<file path="src/hdl/dsab_pkg.sv">
// ----------------------------------------------------------------------------
// dsab_pkg
// Shared types, sizes and codes for the host allow/block suffix matcher.
// ----------------------------------------------------------------------------
`default_nettype none

package dsab_pkg;

    // table sizes
    localparam int ENTRIES  = 64;
    localparam int MAX_LEN  = 256;

    localparam int ENTRY_AW = (ENTRIES > 1) ? $clog2(ENTRIES) : 1;
    localparam int CNT_W    = $clog2(ENTRIES + 1);
    localparam int POS_AW   = $clog2(MAX_LEN);
    localparam int LEN_W    = $clog2(MAX_LEN + 2);
    localparam int EADDR_W  = ENTRY_AW + POS_AW;
    localparam int EDEPTH   = ENTRIES * (2 ** POS_AW);

    // character constants
    localparam logic [7:0] CH_UP_A = 8'h41;
    localparam logic [7:0] CH_UP_Z = 8'h5A;
    localparam logic [7:0] CH_LO_A = 8'h61;
    localparam logic [7:0] CH_DOT  = 8'h2E;

    // opcodes
    typedef enum logic [1:0] {
        OP_CLEAR = 2'd0,
        OP_BLOCK = 2'd1,
        OP_ALLOW = 2'd2,
        OP_QUERY = 2'd3
    } t_op;

    // result codes
    typedef enum logic [2:0] {
        STS_PASS      = 3'd0,
        STS_BLOCK     = 3'd1,
        STS_STORED    = 3'd2,
        STS_DROPPED   = 3'd3,
        STS_CLEARED   = 3'd4,
        STS_HOST_LONG = 3'd5
    } t_status;

    // controller states
    typedef enum logic [2:0] {
        S_IDLE,
        S_LEN_RD,
        S_LEN_CHK,
        S_BYTE_RD,
        S_BYTE_CMP,
        S_DONE
    } t_state;

    // controller to datapath
    typedef struct packed {
        logic in_ready;
        logic len_rd;
        logic len_chk;
        logic byte_rd;
        logic byte_cmp;
        logic next_entry;
        logic finish;
    } t_dp_cmd;

    // datapath to controller
    typedef struct packed {
        logic out_full;
        logic walk_req;
        logic len_fit;
        logic cmp_more;
        logic last_entry;
    } t_dp_sts;

    // ascii upper case to lower case
    function automatic logic [7:0] fold_byte(input logic [7:0] c);
        if (c >= CH_UP_A && c <= CH_UP_Z) begin
            return c - CH_UP_A + CH_LO_A;
        end
        return c;
    endfunction

endpackage

`default_nettype wire

</file>
<file path="src/hdl/dsab_ctrl.sv">
// ----------------------------------------------------------------------------
// dsab_ctrl
// Sequencer for intake and the entry-by-entry compare walk.
// ----------------------------------------------------------------------------
`default_nettype none

module dsab_ctrl import dsab_pkg::*; (
    input  wire     i_clk,
    input  wire     i_rst_n,
    input  t_dp_sts i_sts,
    output t_dp_cmd o_cmd
);

    t_state r_state, n_state;

    // next state
    always_comb begin
        n_state = r_state;
        case (r_state)
            S_IDLE: begin
                if (i_sts.walk_req) begin
                    n_state = S_LEN_RD;
                end
            end
            S_LEN_RD: begin
                n_state = S_LEN_CHK;
            end
            S_LEN_CHK: begin
                if (i_sts.len_fit) begin
                    n_state = S_BYTE_RD;
                end else if (i_sts.last_entry) begin
                    n_state = S_DONE;
                end else begin
                    n_state = S_LEN_RD;
                end
            end
            S_BYTE_RD: begin
                n_state = S_BYTE_CMP;
            end
            S_BYTE_CMP: begin
                if (i_sts.cmp_more) begin
                    n_state = S_BYTE_RD;
                end else if (i_sts.last_entry) begin
                    n_state = S_DONE;
                end else begin
                    n_state = S_LEN_RD;
                end
            end
            S_DONE: begin
                if (!i_sts.out_full) begin
                    n_state = S_IDLE;
                end
            end
            default: begin
                n_state = S_IDLE;
            end
        endcase
    end

    // commands
    always_comb begin
        o_cmd            = '0;
        o_cmd.in_ready   = (r_state == S_IDLE) && !i_sts.out_full;
        o_cmd.len_rd     = (r_state == S_LEN_RD);
        o_cmd.len_chk    = (r_state == S_LEN_CHK);
        o_cmd.byte_rd    = (r_state == S_BYTE_RD);
        o_cmd.byte_cmp   = (r_state == S_BYTE_CMP);
        o_cmd.next_entry = ((r_state == S_LEN_CHK) && !i_sts.len_fit) ||
                           ((r_state == S_BYTE_CMP) && !i_sts.cmp_more);
        o_cmd.finish     = (r_state == S_DONE) && !i_sts.out_full;
    end

    always_ff @(posedge i_clk) begin
        if (!i_rst_n) begin
            r_state <= S_IDLE;
        end else begin
            r_state <= n_state;
        end
    end

endmodule

`default_nettype wire

</file>
<file path="config.mk">
export PLATFORM = sky130hd
export DESIGN_NAME = dsab_ctrl
export DESIGN_NICKNAME = d
export VERILOG_FILES = /design/src/hdl/dsab_pkg.sv /design/src/hdl/dsab_ctrl.sv
export SDC_FILE = /design/constraint.sdc
export NUM_CORES = 1
export LEC_CHECK = 0
export BUFFER_PORTS_ARGS = -buffer_cell sky130_fd_sc_hd__buf_2
export CAP_MARGIN = 20
export CORE_AREA = 2 2 39 41
export CTS_CLUSTER_DIAMETER = 100
export CTS_CLUSTER_SIZE = 14
export DETAILED_ROUTE_END_ITERATION = 8
export DIE_AREA = 0 0 41 43
export HOLD_SLACK_MARGIN = 0.1
export PLACE_DENSITY_LB_ADDON = 0.15
export SYNTH_ARGS = -nofsm -noshare
export SYNTH_HDL_FRONTEND = slang
export SYNTH_SLANG_ARGS = --single-unit
export TNS_END_PERCENT = 20
</file>
<file path="constraint.sdc">
create_clock -name i_clk -period 1.64 [get_ports i_clk]
set_clock_uncertainty 0.15 [all_clocks]
set_input_delay 0.246 -clock i_clk [delete_from_list [all_inputs] [get_ports i_clk]]
set_output_delay 0.246 -clock i_clk [all_outputs]
set_load 0.02 [all_outputs]
</file>
Yosys cells after proc, flatten, opt, wreduce, memory -nomap -nowiden
Index checks and enable logic that the tools add are counted.
{"block": "classes", "eq_ne": 7, "mux": 6, "reduce_logical": 10}
{"operator": "$pmux W3 S6", "n": 1}
{"operator": "$mux W3", "n": 5}
{"operator": "$eq A3 B2 Y1 const B", "n": 2}
{"operator": "$eq A3 B3 Y1 const B", "n": 2}
{"operator": "$logic_and A1 B1 Y1", "n": 4}
{"operator": "$ne A2 B2 Y1 const B", "n": 2}
{"operator": "$eq A3 B1 Y1 const B", "n": 1}
{"operator": "$logic_not A1 Y1", "n": 3}
{"operator": "$logic_not A3 Y1", "n": 1}
{"operator": "$reduce_and A2 Y1", "n": 1}
{"operator": "$logic_or A1 B1 Y1", "n": 1}
{"block": "word_totals", "register_bits": 3, "in_bits": 7, "out_inout_bits": 7, "word_cells": 24}

Longest topological paths before layout
{"block": "depth", "depth_word": 3, "mapped_depth": 4, "depth_no_buf": 3}

Worst setup path after synthesis
No wires, ideal clock.
{"block": "synth_timing", "kind": "register to output", "from": "register r_state[0]", "to": "output port o_cmd[6] (netlist bit)", "arrival_ps": 1122, "t_required_ps": 1244, "setup_slack_ps": 122, "path_stages_with_launch": 3, "n_path_buf": 1, "cell_sequence": "dfxtp_1 buf_2 nor4_1"}
{"item": "from (decl)", "line_no": "dsab_ctrl.sv:14", "rtl": "t_state r_state, n_state;"}
{"item": "from (signal assigned)", "line_no": "dsab_ctrl.sv:77", "rtl": "r_state <= n_state;"}
{"item": "to (decl)", "line_no": "dsab_ctrl.sv:11", "rtl": "output t_dp_cmd o_cmd"}

==> results.yml <==
outcome:
  status: "finished clean"
clock_network:
  clock-sinks: 3
  htreeDepth: 1
  cts.clk_slew.worst_paths_ns: 0.04
  clkLatencyLatePin_ns: 0.23
  cts_buffer_depth: 2
  cts_buffers: 3
  cts_tree: "yes"
  root_buffer: "clkbuf_4"
  postCtsSetupBuffers: 0
  hold_buffers: 0
sta:
  fin_crit_sh_pct: 97.2
  fin_crit_ns: 1.59
  setup_viol: 0
  rsz0062_at_grt: "yes"
  slew_headroom_pct: 84.5
  finalMaxSlewViolations: 0
  max_freq_mhz: 627
  final.setup.tns_ns: 0
  hold_slack_ns: 0.128
  hold_viol_final: 0
  worstMarginPinSlew_ns: 0.231
  fin_ws_ns: 0.0460
setup_path:
  worstPathRequired_ns: 1.24
  slowest_delay_ns: 0.36
  critPathKind: "reg2out"
  endpoint_kind: "primary output"
  rr_worst_depth: 3
  path_delay_family: "flip-flops"
  crit_chain: "nand2b_4 > o22a_1 > nor2_1 > buf_4"
  arrival_ns: 1.20
  crit_fanout: 6
  cp_slowest_cell: "dfxtp_4"
  rr_startpoint: "r_state[2]$_SDFFE_PN0P_"
  crit_buf_inv: 1
  crit_path_start_kind: "register"
  reg2reg_slack_ns: 0.44
  r2r_end: "r_state[2]$_SDFFE_PN0P_"
logic_synthesis:
  synth_flop_cell: "dfxtp_1"
  synth-async-reset-ratio_pct: 0
  yosysTopAreaCellShare_pct: 27.3
  syn_area_per_cell_um2: 7.86
  yosysMostFrequentCell: "nor2_1"
  post_synth_most_frequent_cells: "6 x nor2_1, 3 x dfxtp_1, 3 x nand2_1, 2 x inv_1, 2 x nand2b_4"
  ys_types: 17
  ys_seq_elements: 3
  synth_cells: 28
  yosysWarnings: 0
  synth_area_leaders: "dfxtp_1 27%, nand2b_4 13%, nor2_1 10%"
  ys_seq_area_share_pct: 27.3
  syn-cell-area_um2: 220
  synth_top_area_cell: "dfxtp_1"
  synth_edf_count: 0
  syn_nets: 35
floorplan:
  dieArea_um2: 1760
  num_rows: 14
  initial_core_util_pct: 15.9
  dieHeight_um: 43
  die_w_um: 41
  ioPinCount: 14
  core_area_um2: 1380
placed_design:
  place_area_um2: 300
  dp_cells: 56
  port_buffers: 13
  routabilityCongestion: 0.703
  dp_hpwl_um: 470
  place_ws_ns: 0.179
drt:
  viasPerCell: 4.13
  dr.pass1.iters: 2
  num_vias: 248
  final_antenna_net_count: 0
  wl_per_cell_um: 10.1
  routed_wl_um: 604
  drc_errors: 0
  drtIter0Drc: 5
global_route:
  grt_use_total_pct: 8.02
  grt_pass1_wl_um: 883
  grt_pass1_vias: 210
  grt_antenna_before_repair: 0
  overflow: 0
  grt_max_degree: 11
layout:
  fillers: 161
  antenna_cells: 0
  final_cell_area_um2: 335
  layout.nets: 52
  top_register: "r_state"
  drive_gt1_share_pct: 50.0
  largest_reg_flops: 3
  reg.largest.list: "r_state: 3 flops"
  final_cells: 60
  syn2layout_area_growth_pct: 52.3
power:
  intPower_uw: 206
  pwr-share-seq_pct: 31.6
  leakage_uw: 0.000156
  ir_drop_uv: 402
  p_clk_share_pct: 43.5
  powerDensity_nw_per_um2: 893
  comb_power_share_pct: 24.9
  switching_share_pct: 31.2
  switching_power_uw: 93.4
hold_path:
  hold_class: "in2reg"
  hp-start: "i_sts[0]"
  hold_path_depth: 3
  hold_end: "r_state[2]$_SDFFE_PN0P_"
job:
  max_cap_violations: 0
[layout make-up]
class	count	area [um2]	area share [%]
Multi-Input combinational cell	22	148	44.0
Tap cell	16	20.0	5.97
Clock buffer	4	26.3	7.84
Timing Repair Buffer	13	67.6	20.1
Sequential cell	3	66.3	19.8
Inverter	2	7.51	2.24
[power by group through the flow]
stage	Clock (uW)	Combinational, uW	Sequential (uW)
after global placement	0	73.9	94.9
after global routing	144	81.9	95.9
after floorplan	0	57.4	86.6
after detailed placement	0	74.3	95.0
final	130	74.6	94.5
after CTS	136	74.6	94.7
[cells by family (layout without fill, tap and decap cells)]
| group | count (synthesis) | in the layout | share of synthesized area [%] |
|---|---|---|---|
| AOI/OAI and AO/OA | 6 | 6 | 25.0 |
| and+or+nand+nor | 16 | 16 | 42.1 |
| DFF | 3 | 3 | 27.3 |
| buffers and inverters | 3 | 19 | 5.68 |
[how the worst max path moves through the flow]
stage          depth (start not counted)                     from        to  slack [ns]
2_1_floorplan                          2  r_state[0]$_SDFFE_PN0P_  o_cmd[6]        0.12
3_3_place_gp                           4  r_state[1]$_SDFFE_PN0P_  o_cmd[1]        0.18
3_5_place_dp                           4  r_state[1]$_SDFFE_PN0P_  o_cmd[1]        0.18
4_1_cts                                4  r_state[1]$_SDFFE_PN0P_  o_cmd[1]        0.01
5_1_grt                                4  r_state[2]$_SDFFE_PN0P_  o_cmd[1]      -0.004
6_report                               4  r_state[2]$_SDFFE_PN0P_  o_cmd[1]        0.05
[worst reg2reg max path, cell delays in order (launching register included)]
cell and delay [ns]:
dfxtp_4 0.36, nand2b_4 0.15, o22a_1 0.22, o32ai_2 0.23
[placed cells by master (no fill, tap or decap), types with 2 or more instances in the layout]
master and instances:
buf_2 12, nor2_1 6, nand2_1 3, clkbuf_4 3, nand2b_4 2, inv_1 2, dfxtp_2 2
[metal layers]
layer	routed length (um)	part of all wire [%]	track usage, %
met1	284	47	10.5
met2	276	46	9.06
met3	43	7.1	7.85
met4	0	0	2.00
met5	0	0	0
[metrics by stage]
stage                     util, %  total power, uW
after floorplan                 -              144
after global placement       21.7              169
after detailed placement     21.7              169
after CTS                    23.8              306
after global routing         24.2              321
final                        24.2              299
[what timing repair did]
item	CTS	global route
cloned	0	0
resized for setup	2	3
setup endpoints to repair	1	2
pin swaps	0	1
Power figures use the tool's default switching activity.
